**src/rtl/core/i2cm_pkg.sv**
```systemverilog
`default_nettype none
// ----------------------------------------------------------------------------
// i2cm_pkg
// Shared types, opcodes and sequence tables for the I2C bit-level master.
// ----------------------------------------------------------------------------
package i2cm_pkg;

  typedef enum logic [3:0] {
    OP_START   = 4'd0,
    OP_RESTART = 4'd1,
    OP_STOP    = 4'd2,
    OP_SEND    = 4'd3,
    OP_ADDR_W  = 4'd4,
    OP_ADDR_R  = 4'd5,
    OP_READ    = 4'd6,
    OP_ACK     = 4'd7,
    OP_NAK     = 4'd8
  } opcode_e;

  localparam logic [6:0] ADDR_RESET  = 7'h68;
  localparam logic [4:0] SHIFT_STEPS = 5'd24;
  localparam logic [4:0] ACK_REL     = 5'd24;
  localparam logic [4:0] ACK_RISE    = 5'd25;
  localparam logic [4:0] ACK_SAMPLE  = 5'd26;
  localparam logic [4:0] READ_LAST   = 5'd15;
  localparam logic [4:0] START_LEN   = 5'd2;
  localparam logic [4:0] FIXED_LEN   = 5'd4;

  // Sequencer state carried between ticks
  typedef struct packed {
    logic [4:0] phase;
    opcode_e    cmd;
    logic [1:0] sub;
    logic [7:0] shift;
    logic       scl;
    logic       sda;
    logic       ack;
    logic [7:0] rd_byte;
  } state_t;

  typedef struct packed {
    logic       scl_level;
    logic       sda_level;
    logic       busy_res;
    logic       done_res;
    logic       nak_seen;
    logic [7:0] rx_byte;
  } result_t;

  // Fixed pin step: bit1 selects SDA (1) or SCL (0), bit0 is the level
  function automatic logic [1:0] seq_entry(opcode_e cmd, logic [1:0] idx);
    logic [1:0] e;
    e = 2'b00;
    case (cmd)
      OP_START:   e = (idx == 2'd0) ? 2'b10 : 2'b00;
      OP_RESTART: begin
        case (idx)
          2'd0:    e = 2'b11;
          2'd1:    e = 2'b01;
          2'd2:    e = 2'b10;
          default: e = 2'b00;
        endcase
      end
      OP_STOP: begin
        case (idx)
          2'd0:    e = 2'b00;
          2'd1:    e = 2'b10;
          2'd2:    e = 2'b01;
          default: e = 2'b11;
        endcase
      end
      OP_ACK: begin
        case (idx)
          2'd0:    e = 2'b10;
          2'd1:    e = 2'b01;
          2'd2:    e = 2'b00;
          default: e = 2'b11;
        endcase
      end
      OP_NAK: begin
        case (idx)
          2'd0:    e = 2'b11;
          2'd1:    e = 2'b01;
          2'd2:    e = 2'b00;
          default: e = 2'b11;
        endcase
      end
      default: e = 2'b00;
    endcase
    return e;
  endfunction

endpackage
`default_nettype wire

```
**src/rtl/core/i2cm_if.sv**
```systemverilog
`default_nettype none
// ----------------------------------------------------------------------------
// i2cm_if
// Valid/ready channels of the I2C bit-level master: tick, result, config.
// ----------------------------------------------------------------------------
interface i2cm_tick_if;
  logic       valid;
  logic       ready;
  logic       cmd_valid;
  logic [3:0] opcode;
  logic [7:0] tx_byte;
  logic       sda_in;

  modport source (output valid, cmd_valid, opcode, tx_byte, sda_in, input ready);
  modport sink   (input valid, cmd_valid, opcode, tx_byte, sda_in, output ready);
endinterface

interface i2cm_res_if;
  logic       valid;
  logic       ready;
  logic       scl_level;
  logic       sda_level;
  logic       busy_res;
  logic       done_res;
  logic       nak_seen;
  logic [7:0] rx_byte;

  modport source (output valid, scl_level, sda_level, busy_res, done_res, nak_seen,
                  rx_byte, input ready);
  modport sink   (input valid, scl_level, sda_level, busy_res, done_res, nak_seen,
                  rx_byte, output ready);
endinterface

interface i2cm_cfg_if;
  logic       valid;
  logic       ready;
  logic [6:0] data;

  modport source (output valid, data, input ready);
  modport sink   (input valid, data, output ready);
endinterface
`default_nettype wire

```
**src/rtl/core/i2c_bit_level_master.sv**
```systemverilog
`default_nettype none
// ----------------------------------------------------------------------------
// i2c_bit_level_master
// Byte-command I2C master without clock stretching, one pin step per tick.
// A tick word's result is registered and appears in the cycle after it is accepted.
// Throughput: one tick word per cycle while res_o is ready; the result register frees in the
// same cycle it is taken, so the sequencer state loop sets the rate.
// Reset: asynchronous, idle with both pins released, address 0x68.
// ----------------------------------------------------------------------------
module i2c_bit_level_master (
  input  wire logic  clk_i,
  input  wire logic  rst_ni,
  i2cm_tick_if.sink  in_i,
  i2cm_cfg_if.sink   cfg_i,
  i2cm_res_if.source res_o
);

  i2cm_pkg::state_t  st_q;
  i2cm_pkg::state_t  st_d;
  i2cm_pkg::result_t res_q;
  i2cm_pkg::result_t res_d;
  logic              out_valid_q;
  logic [6:0]        addr_q;
  logic              accept;

  assign in_i.ready  = !out_valid_q || res_o.ready;
  assign accept      = in_i.valid && in_i.ready;
  assign cfg_i.ready = 1'b1;

  i2cm_step u_step (
    .st_i        (st_q),
    .cmd_valid_i (in_i.cmd_valid),
    .opcode_i    (in_i.opcode),
    .tx_byte_i   (in_i.tx_byte),
    .sda_in_i    (in_i.sda_in),
    .dev_addr_i  (addr_q),
    .nxt_o       (st_d),
    .res_o       (res_d)
  );

  always_ff @(posedge clk_i or negedge rst_ni) begin
    if (!rst_ni) begin
      st_q         <= '{phase: 5'd0, cmd: i2cm_pkg::OP_START, sub: 2'd0, shift: 8'd0,
                        scl: 1'b1, sda: 1'b1, ack: 1'b0, rd_byte: 8'd0};
      out_valid_q  <= 1'b0;
      addr_q       <= i2cm_pkg::ADDR_RESET;
    end else begin
      if (accept) begin
        st_q        <= st_d;
        out_valid_q <= 1'b1;
      end else if (res_o.ready) begin
        out_valid_q <= 1'b0;
      end
      if (cfg_i.valid) begin
        addr_q <= cfg_i.data;
      end
    end
  end

  always_ff @(posedge clk_i) begin
    if (accept) begin
      res_q <= res_d;
    end
  end

  assign res_o.valid     = out_valid_q;
  assign res_o.scl_level = res_q.scl_level;
  assign res_o.sda_level = res_q.sda_level;
  assign res_o.busy_res  = res_q.busy_res;
  assign res_o.done_res  = res_q.done_res;
  assign res_o.nak_seen  = res_q.nak_seen;
  assign res_o.rx_byte   = res_q.rx_byte;

  a_busy_running : assert property (@(posedge clk_i) disable iff (!rst_ni)
    accept && (st_q.phase != 5'd0) |=> res_q.busy_res)
    else $error("running sequence not reported busy");

  a_done_idle : assert property (@(posedge clk_i) disable iff (!rst_ni)
    accept && res_d.done_res |=> (st_q.phase == 5'd0))
    else $error("sequencer not idle after last step");

  a_read_release : assert property (@(posedge clk_i) disable iff (!rst_ni)
    accept && res_d.busy_res && (st_d.cmd == i2cm_pkg::OP_READ) |=> res_q.sda_level)
    else $error("SDA driven during read");

  a_phase_range : assert property (@(posedge clk_i) disable iff (!rst_ni)
    st_q.phase <= i2cm_pkg::ACK_SAMPLE + 5'd1)
    else $error("phase beyond last step");

endmodule
`default_nettype wire

```
**src/rtl/core/i2cm_step.sv**
```systemverilog
`default_nettype none
// ----------------------------------------------------------------------------
// i2cm_step
// One tick of the command sequencer: next state and pin levels.
// ----------------------------------------------------------------------------
module i2cm_step (
  input  var i2cm_pkg::state_t  st_i,
  input  wire logic             cmd_valid_i,
  input  wire logic [3:0]       opcode_i,
  input  wire logic [7:0]       tx_byte_i,
  input  wire logic             sda_in_i,
  input  wire logic [6:0]       dev_addr_i,
  output i2cm_pkg::state_t      nxt_o,
  output i2cm_pkg::result_t     res_o
);

  i2cm_pkg::state_t nxt;
  logic             busy;
  logic             done;
  logic             rel;
  logic [4:0]       step;
  logic [1:0]       e;

  always_comb begin
    nxt  = st_i;
    busy = 1'b0;
    done = 1'b0;
    rel  = 1'b0;
    step = st_i.phase;
    e    = 2'b00;

    if (st_i.phase != 5'd0) begin
      busy = 1'b1;
    end else if (cmd_valid_i && (opcode_i <= 4'(i2cm_pkg::OP_NAK))) begin
      busy    = 1'b1;
      step    = 5'd0;
      nxt.cmd = i2cm_pkg::opcode_e'(opcode_i);
      nxt.sub = 2'd0;
      case (i2cm_pkg::opcode_e'(opcode_i))
        i2cm_pkg::OP_SEND:   nxt.shift = tx_byte_i;
        i2cm_pkg::OP_ADDR_W: nxt.shift = {dev_addr_i, 1'b0};
        i2cm_pkg::OP_ADDR_R: nxt.shift = {dev_addr_i, 1'b1};
        i2cm_pkg::OP_READ:   nxt.shift = 8'd0;
        default:             nxt.shift = nxt.shift;
      endcase
    end

    if (busy) begin
      unique case (nxt.cmd) inside
        i2cm_pkg::OP_SEND, i2cm_pkg::OP_ADDR_W, i2cm_pkg::OP_ADDR_R: begin
          if (step < i2cm_pkg::SHIFT_STEPS) begin
            case (nxt.sub)
              2'd0:    nxt.sda = nxt.shift[7];
              2'd1:    nxt.scl = 1'b1;
              default: begin
                nxt.scl   = 1'b0;
                nxt.shift = {nxt.shift[6:0], 1'b0};
              end
            endcase
            nxt.sub = (nxt.sub == 2'd2) ? 2'd0 : nxt.sub + 2'd1;
          end else if (step == i2cm_pkg::ACK_REL) begin
            nxt.sda = 1'b1;
          end else if (step == i2cm_pkg::ACK_RISE) begin
            nxt.scl = 1'b1;
          end else if (step == i2cm_pkg::ACK_SAMPLE) begin
            nxt.ack = sda_in_i;
            rel     = 1'b1;
          end else begin
            nxt.scl = 1'b0;
            done    = 1'b1;
          end
        end
        i2cm_pkg::OP_READ: begin
          rel = 1'b1;
          if (!step[0]) begin
            nxt.shift = {nxt.shift[6:0], sda_in_i};
            nxt.scl   = 1'b1;
          end else begin
            nxt.scl = 1'b0;
            if (step >= i2cm_pkg::READ_LAST) begin
              nxt.rd_byte = nxt.shift;
              done        = 1'b1;
            end
          end
        end
        default: begin
          e = i2cm_pkg::seq_entry(nxt.cmd, step[1:0]);
          if (e[1]) begin
            nxt.sda = e[0];
          end else begin
            nxt.scl = e[0];
          end
          done = ((step + 5'd1) >= ((nxt.cmd == i2cm_pkg::OP_START) ?
                  i2cm_pkg::START_LEN : i2cm_pkg::FIXED_LEN));
        end
      endcase
      nxt.phase = done ? 5'd0 : step + 5'd1;
    end
  end

  assign nxt_o = nxt;

  always_comb begin
    res_o.scl_level = nxt.scl;
    res_o.sda_level = rel | nxt.sda;
    res_o.busy_res  = busy;
    res_o.done_res  = done;
    res_o.nak_seen  = nxt.ack;
    res_o.rx_byte   = nxt.rd_byte;
  end

endmodule
`default_nettype wire

```
**src/flat_wrapper.sv**
```systemverilog
// flat-port wrapper written by rule: the top's interface ports become plain ports
module i2c_bit_level_master_flat 
  (clk_i, rst_ni, in_i_valid, in_i_cmd_valid, in_i_opcode, in_i_tx_byte, in_i_sda_in, in_i_ready, cfg_i_valid, cfg_i_data, cfg_i_ready, res_o_valid, res_o_scl_level, res_o_sda_level, res_o_busy_res, res_o_done_res, res_o_nak_seen, res_o_rx_byte, res_o_ready);
  i2cm_tick_if in_i_i ();
  i2cm_cfg_if cfg_i_i ();
  i2cm_res_if res_o_i ();
  input  wire logic clk_i;
  input  wire logic rst_ni;
  input wire logic [$bits(in_i_i.valid)-1:0] in_i_valid;
  input wire logic [$bits(in_i_i.cmd_valid)-1:0] in_i_cmd_valid;
  input wire logic [$bits(in_i_i.opcode)-1:0] in_i_opcode;
  input wire logic [$bits(in_i_i.tx_byte)-1:0] in_i_tx_byte;
  input wire logic [$bits(in_i_i.sda_in)-1:0] in_i_sda_in;
  output wire logic [$bits(in_i_i.ready)-1:0] in_i_ready;
  input wire logic [$bits(cfg_i_i.valid)-1:0] cfg_i_valid;
  input wire logic [$bits(cfg_i_i.data)-1:0] cfg_i_data;
  output wire logic [$bits(cfg_i_i.ready)-1:0] cfg_i_ready;
  output wire logic [$bits(res_o_i.valid)-1:0] res_o_valid;
  output wire logic [$bits(res_o_i.scl_level)-1:0] res_o_scl_level;
  output wire logic [$bits(res_o_i.sda_level)-1:0] res_o_sda_level;
  output wire logic [$bits(res_o_i.busy_res)-1:0] res_o_busy_res;
  output wire logic [$bits(res_o_i.done_res)-1:0] res_o_done_res;
  output wire logic [$bits(res_o_i.nak_seen)-1:0] res_o_nak_seen;
  output wire logic [$bits(res_o_i.rx_byte)-1:0] res_o_rx_byte;
  input wire logic [$bits(res_o_i.ready)-1:0] res_o_ready;
  assign in_i_i.valid = in_i_valid;
  assign in_i_i.cmd_valid = in_i_cmd_valid;
  assign in_i_i.opcode = in_i_opcode;
  assign in_i_i.tx_byte = in_i_tx_byte;
  assign in_i_i.sda_in = in_i_sda_in;
  assign in_i_ready = in_i_i.ready;
  assign cfg_i_i.valid = cfg_i_valid;
  assign cfg_i_i.data = cfg_i_data;
  assign cfg_i_ready = cfg_i_i.ready;
  assign res_o_valid = res_o_i.valid;
  assign res_o_scl_level = res_o_i.scl_level;
  assign res_o_sda_level = res_o_i.sda_level;
  assign res_o_busy_res = res_o_i.busy_res;
  assign res_o_done_res = res_o_i.done_res;
  assign res_o_nak_seen = res_o_i.nak_seen;
  assign res_o_rx_byte = res_o_i.rx_byte;
  assign res_o_i.ready = res_o_ready;
  i2c_bit_level_master u_core (.clk_i(clk_i), .rst_ni(rst_ni), .in_i(in_i_i), .cfg_i(cfg_i_i), .res_o(res_o_i));
endmodule
```
**config.mk**
```make
export PLATFORM = sky130hd
export DESIGN_NAME = i2c_bit_level_master_flat
export DESIGN_NICKNAME = d
export VERILOG_FILES = /design/src/rtl/core/i2cm_pkg.sv /design/src/rtl/core/i2cm_if.sv /design/src/rtl/core/i2c_bit_level_master.sv /design/src/rtl/core/i2cm_step.sv /design/src/flat_wrapper.sv
export SDC_FILE = /design/constraint.sdc
export NUM_CORES = 1
export LEC_CHECK = 0
export BUFFER_PORTS_ARGS = -buffer_cell sky130_fd_sc_hd__buf_2
export CORE_MARGIN = 2
export CORE_UTILIZATION = 63
export DETAILED_ROUTE_END_ITERATION = 7
export PLACE_DENSITY = 0.86
export SLEW_MARGIN = 20
export SYNTH_ARGS = -nofsm -noshare
export SYNTH_HDL_FRONTEND = slang
export SYNTH_SLANG_ARGS = --single-unit
```
**constraint.sdc**
```tcl
create_clock -name clk_i -period 6.3 [get_ports clk_i]
set_clock_uncertainty 0.05 [all_clocks]
set_input_delay 0.63 -clock clk_i [delete_from_list [all_inputs] [get_ports clk_i]]
set_output_delay 0.63 -clock clk_i [all_outputs]
set_load 0.1 [all_outputs]
```
==> impl_metrics.ini, run 1 <==
[floorplan]
num_io_pins = 42
core_mm2 = 0.00501
die_h_um = 75.5
initial_core_util_pct = 64.3
fp.dieW_um = 75.5
rows = 26
die-area_mm2 = 0.00570

[timing]
slew_violations = 0
fin_crit_ns = 3.84
fmax_mhz = 260
worst_pin_slew_ns = 1.08
setup_violations = 0
slew_headroom_pct = 27.4
hold_violations = 0
setup_tns_ns = 0
period_share_pct = 60.9
rsz0062_at_grt = false

[clock_network]
numClockSinks = 51
cts_tree = yes
htree_levels = 2
cts_made_buffers = 5
cts.repair.resized = 0
clockRootBuffer = clkbuf_8
clkLatencyLatePin_ns = 0.31
path_clk_slew_ns = 0.11
clock_tree.buffer_depth = 2
postCtsSetupBuffers = 0
holdBufCountCts = 0

[drt]
met3WireLength_um = 563
postRouteWirelength_um = 7590
highest_layer = met4
met2WireLength_um = 3600
postRouteAntennaNets = 0
dr.pass1.iters = 6
drtIter0Drc = 346
met1_length_um = 3280
route.vias.total = 2775
routed_via_density = 6.54
drc_errors = 0
wire_per_inst_um = 17.9

[power]
power_frac_clock_pct = 16.0
powerDensity_mw_per_mm2 = 435
switching_share_pct = 46.6
peakVddDrop_mv = 0.290
p_int_uw = 819
power_switching_uw = 714
p_seq_share_pct = 33.8
power_frac_comb_pct = 50.2
leakagePower_nw = 1.51

[yosys]
syn_inst = 328
synth_edf_count = 13
synthArstFlopShare_pct = 74.5
seq_area_frac_synth_pct = 41.8
ys.flop_type = dfrtp_1
syn-num-nets = 361
synth_cell_types = 63
yosys_warnings = 0
synth.avg_cell_area_um2 = 9.82
syn-cell-area_mm2 = 0.00322
synth-seq-cells = 51

[placement]
gp_congestion = 0.962
dp_hpwl_um = 5420
placedCellCount = 416
io_buffers = 40

[cells_and_area]
antenna_cells = 0
final_common_cell = buf_2
final_cell_mix = buf_2 (40), dfrtp_1 (33), nand2_1 (26)
stdcell_count = 424
fill_cells = 391
fin_util_pct = 70.3
nets = 386
syn_to_final_growth_pct = 9.36
drive_gt1_share_pct = 25.4

[worst_setup_path]
critPathLaunchType = register
crit_type = reg2reg
cp.arrival_ns = 4.05
regToRegStartpoint = u_core.st_q[25]$_DFFE_PN0P_
startpoint = u_core.st_q[25]$_DFFE_PN0P_
cp_max_fo = 13
critPathCaptureType = register
cp.required_ns = 6.51

[status]
status = complete, no violations

[hold_path]
hp-class = in2async

[global_routing]
grt_max_degree = 39
grt_pass1_wl_um = 12200
gr-total-overflow = 0
grt_use_total_pct = 28.0
antenna_found_initial = 0
grt_pass1_vias = 2477

[run]
drv_cap = 0
layout make-up:
| type | count | area (µm²) | share of cell area [%] |
|---|---|---|---|
| flip-flops and latches | 51 | 1350 | 38.3 |
| well taps | 70 | 87.6 | 2.49 |
| multi-input cells | 241 | 1710 | 48.6 |
| repair buffers | 40 | 200 | 5.68 |
| clock inverters | 2 | 38.8 | 1.10 |
| clock buffers | 6 | 82.6 | 2.34 |
| inverters | 14 | 52.6 | 1.49 |
critical path: stages (launching register included):
cell and delay (ns):
dfrtp_1 0.47, inv_1 0.15, ha_1 0.29, nor4b_4 0.45
nand3_1 0.51, nand2_1 0.23, o21ai_0 0.12, ha_1 0.32
nor2b_1 0.14, nor4b_1 0.31, a21bo_2 0.19, nand3_1 0.20
o21ai_0 0.22, a21o_1 0.13
path summary, 6_finish.rpt:
check	endpoint	slack [ns]	cells past startpoint
max in group asynchronous	u_core.st_q[17]$_DFFE_PN0P_	5.28	1
worst max-delay path	u_core.st_q[27]$_DFFE_PN0P_	2.46	13
min in group clk_i	u_core.st_q[1]$_DFFE_PN0P_	0.48	1
worst min register to register	u_core.st_q[1]$_DFFE_PN0P_	0.48	1
worst max register to register	u_core.st_q[27]$_DFFE_PN0P_	2.46	13
worst min-delay path	u_core.st_q[11]$_DFFE_PN0P_	0.36	1
power by group through the flow:
stage / registers [mW] / logic, mW / clock network (mW)
after floorplan: 0.567 / 0.549 / 0
after global placement: 0.515 / 0.723 / 0
after detailed placement: 0.519 / 0.744 / 0
after CTS: 0.514 / 0.748 / 0.248
after global routing: 0.531 / 0.838 / 0.263
final: 0.518 / 0.770 / 0.245
cell usage after synthesis, drive strengths merged (2+ instances only):
| master | number | area, µm² |
|---|---|---|
| nor3 | 10 | 50.1 |
| nor4b | 6 | 67.6 |
| a211oi | 4 | 30.0 |
| o22ai | 5 | 37.5 |
| nand4 | 4 | 25.0 |
| ha | 7 | 87.6 |
| o31ai | 4 | 30.0 |
| and3 | 5 | 31.3 |
| and2 | 2 | 12.5 |
| nor2 | 17 | 63.8 |
| a31oi | 5 | 31.3 |
| dfrtp | 33 | 826 |
| inv | 13 | 48.8 |
| nand2b | 6 | 37.5 |
| nor4 | 2 | 12.5 |
| mux2 | 29 | 357 |
| o21ai | 25 | 125 |
| xor2 | 2 | 17.5 |
| dfstp | 5 | 131 |
| a21oi | 9 | 48.8 |
| a41oi | 2 | 17.5 |
| or3 | 3 | 23.8 |
| nor2b | 4 | 25.0 |
| buf | 6 | 47.5 |
| edfxtp | 13 | 390 |
| clkbuf | 16 | 60.1 |
| nand3 | 12 | 60.1 |
| a21o | 4 | 30.0 |
| a22oi | 24 | 180 |
| nand2 | 26 | 97.6 |
logic make-up (layout without fill, tap and decap cells):
| kind of cell | after synthesis | count (layout) | synth area share, % |
|---|---|---|---|
| fa+ha+maj | 7 | 7 | 2.72 |
| buf+inv | 36 | 62 | 4.97 |
| other cells | 1 | 1 | 0.116 |
| simple gates | 106 | 106 | 18.5 |
| flops | 51 | 51 | 41.8 |
| mux | 30 | 30 | 11.4 |
| compound gates | 94 | 94 | 19.7 |
| xor+xnor | 3 | 3 | 0.816 |
registers in the layout, summed over array words and instances (netlist names):
register / count
u_core.res_o.valid: 1
u_core.res_o.busy_res: 1
u_core.res_o.done_res: 1
u_core.res_o.sda_level: 1
u_core.res_o.rx_byte: 8
u_core.res_o.scl_level: 1
u_core.res_o.nak_seen: 1
u_core.addr_q: 7
u_core.st_q: 30
per-stage QoR:
step | power [mW] | worst slack [ns] | cell area (µm²) | hold slack, ns
2_1_floorplan | 1.12 | 3.11 | 3220 | 0.284
3_3_place_gp | 1.24 | 2.80 | 3400 | 0.436
3_5_place_dp | 1.26 | 2.65 | 3400 | 0.448
4_1_cts | 1.51 | 2.57 | 3520 | 0.393
5_1_grt | 1.63 | 2.09 | 3520 | 0.454
6_report | 1.53 | 2.46 | 3520 | 0.359
per-layer routing:
metal | vias to the layer above | GRT usage [%]
met5 | - | 0
li1 | 1280 | -
met2 | 144 | 42.9
met4 | 0 | 10.1
met1 | 1329 | 40.5
met3 | 22 | 4.37
Power figures use the tool's default switching activity.
==> run 2: changes to the inputs <==
- CORE_UTILIZATION: 63 -> 58
- PLACE_DENSITY: 0.86 -> 0.8
- clock period: 6.3 -> 3.8 ns (I/O delays scaled with it)
==> impl_metrics.ini, run 2 (same netlist as run 1, synthesis figures left out) <==
[drt]
postRouteWirelength_um = 7580
route.vias.total = 2754
routed_via_density = 6.38
drc_errors = 0
drtIter0Drc = 360
wire_per_inst_um = 17.5
postRouteAntennaNets = 0
dr.pass1.iters = 5

[timing]
hold_violations = 0
worst_pin_slew_ns = 1.00
fin_crit_ns = 3.42
setup_violations = 0
setup_tns_ns = 0
slew_headroom_pct = 33.0
fmax_mhz = 293
whs_ns = 0.132
fin_ws_ns = 0.383
slew_violations = 0
rsz0062_at_grt = false
period_share_pct = 89.9

[global_routing]
antenna_found_initial = 0
grt_use_total_pct = 25.8
grt-busiest-layer = met2
grt_max_degree = 39
gr-total-overflow = 0
grt_util_met3_pct = 3.91
grt_pass1_vias = 2562
grt_pass1_wl_um = 12600
met1_usage_pct = 36.4
use_met2_pct = 41.8

[hold_path]
hp-class = in2async

[worst_setup_path]
cp.arrival_ns = 3.63
rrSetupSlack_ns = 0.38
crit_type = reg2reg
critPathCaptureType = register
critPathLaunchType = register
regToRegStartpoint = u_core.st_q[25]$_DFFE_PN0P_
cp.required_ns = 4.01
ff2ff_path_depth = 13
cp_max_fo = 8
timing.rr.end = u_core.st_q[27]$_DFFE_PN0P_

[cells_and_area]
final_cell_mix = buf_2 (40), dfrtp_1 (33), nand2_1 (26)
nets = 392
fill_cells = 447
largest_reg_flops = 30
final_common_cell = buf_2
top_register = u_core.st_q
fin_util_pct = 65.6
antenna_cells = 0
stdcell_count = 432
drive_gt1_share_pct = 26.9
syn_to_final_growth_pct = 10.8

[clock_network]
htree_levels = 2
cts_made_buffers = 5
numClockSinks = 51
clock_tree.buffer_depth = 2
path_clk_slew_ns = 0.10
cts_tree = yes
clockRootBuffer = clkbuf_8
clkLatencyLatePin_ns = 0.31

[floorplan]
num_io_pins = 42
rows = 27
die_h_um = 78.5
fp.dieW_um = 78.5
die-area_mm2 = 0.00616
initial_core_util_pct = 59.2
core_mm2 = 0.00544

[placement]
dp_hpwl_um = 5500
placedCellCount = 422
pre_cts_slack_ns = 0.194
gp_congestion = 0.897
io_buffers = 40

[power]
leakagePower_nw = 1.54
power_switching_mw = 1.19
power_frac_comb_pct = 51.4
powerDensity_mw_per_mm2 = 719
power_frac_clock_pct = 15.3
peakVddDrop_mv = 0.385
p_int_mw = 1.38
p_seq_share_pct = 33.3
switching_share_pct = 46.3

[run]
drv_cap = 0

[status]
status = complete, no violations
## run 2: cell types whose count changed in the layout (fill, tap and decap cells not counted)
cell,before,now
buf_4,0,6
clkbuf_8,6,5
clkinvlp_4,0,1
nand3_1,12,11
nand3_2,0,1
## run 2: per-layer routing
metal / up-vias / routed length (µm)
met5: - / 0
met4: 0 / 99
met3: 12 / 475
met2: 135 / 3600
met1: 1310 / 3410
li1: 1297 / -
## run 2: cell type report
type / instances / area [µm²] / share of cell area [%]
Clock inverter: 3 / 46.3 / 1.30
Clock buffer: 5 / 68.8 / 1.93
Tap cell: 72 / 90.1 / 2.52
Multi-Input combinational cell: 241 / 1720 / 48.1
Inverter: 14 / 52.6 / 1.47
Sequential cell: 51 / 1350 / 37.8
Timing Repair Buffer: 46 / 245 / 6.87
## run 2: timing repair
item | 4_1_cts | 5_1_grt
resized for setup | 0 | 1
hold buffers | 0 | 0
setup buffers | 0 | 2
endpoints found under the hold margin | 0 | 0
setup endpoints to repair | 0 | 4
## run 2: power groups by stage
stage	clock, mW	sequential [mW]	combinational (mW)
2_1_floorplan	0	0.940	0.911
3_3_place_gp	0	0.853	1.23
3_5_place_dp	0	0.860	1.26
4_1_cts	0.396	0.850	1.27
5_1_grt	0.413	0.875	1.44
6_report	0.392	0.855	1.32
## run 2: how the worst max path moves through the flow
stage	slack, ns	start	to	cells after the start
after floorplan	0.61	u_core.res_o.valid$_DFFE_PN0P_	u_core.st_q[28]$_DFFE_PN0P_	7
after global placement	0.45	u_core.st_q[25]$_DFFE_PN0P_	u_core.st_q[27]$_DFFE_PN0P_	13
after detailed placement	0.19	u_core.st_q[25]$_DFFE_PN0P_	u_core.st_q[27]$_DFFE_PN0P_	13
after CTS	0.19	u_core.st_q[25]$_DFFE_PN0P_	u_core.st_q[27]$_DFFE_PN0P_	13
after global routing	0.04	u_core.st_q[25]$_DFFE_PN0P_	u_core.st_q[27]$_DFFE_PN0P_	13
final	0.38	u_core.st_q[25]$_DFFE_PN0P_	u_core.st_q[27]$_DFFE_PN0P_	13
## run 2: metrics by stage
stage	total power, mW	cell area [µm²]
after floorplan	1.85	3220
after global placement	2.08	3430
after detailed placement	2.12	3430
after CTS	2.51	3550
after global routing	2.73	3570
final	2.57	3570
## run 2: worst max-delay path, cell delays in order, from the launching register on
cell and delay, ns:
dfrtp_1 0.48, inv_1 0.17, ha_1 0.32, nor4b_4 0.40, nand3_2 0.24, nand2_1 0.13, o21ai_0 0.11, ha_1 0.32
nor2b_1 0.13, nor4b_1 0.29, a21bo_2 0.19, nand3_1 0.19, o21ai_0 0.22, a21o_1 0.13
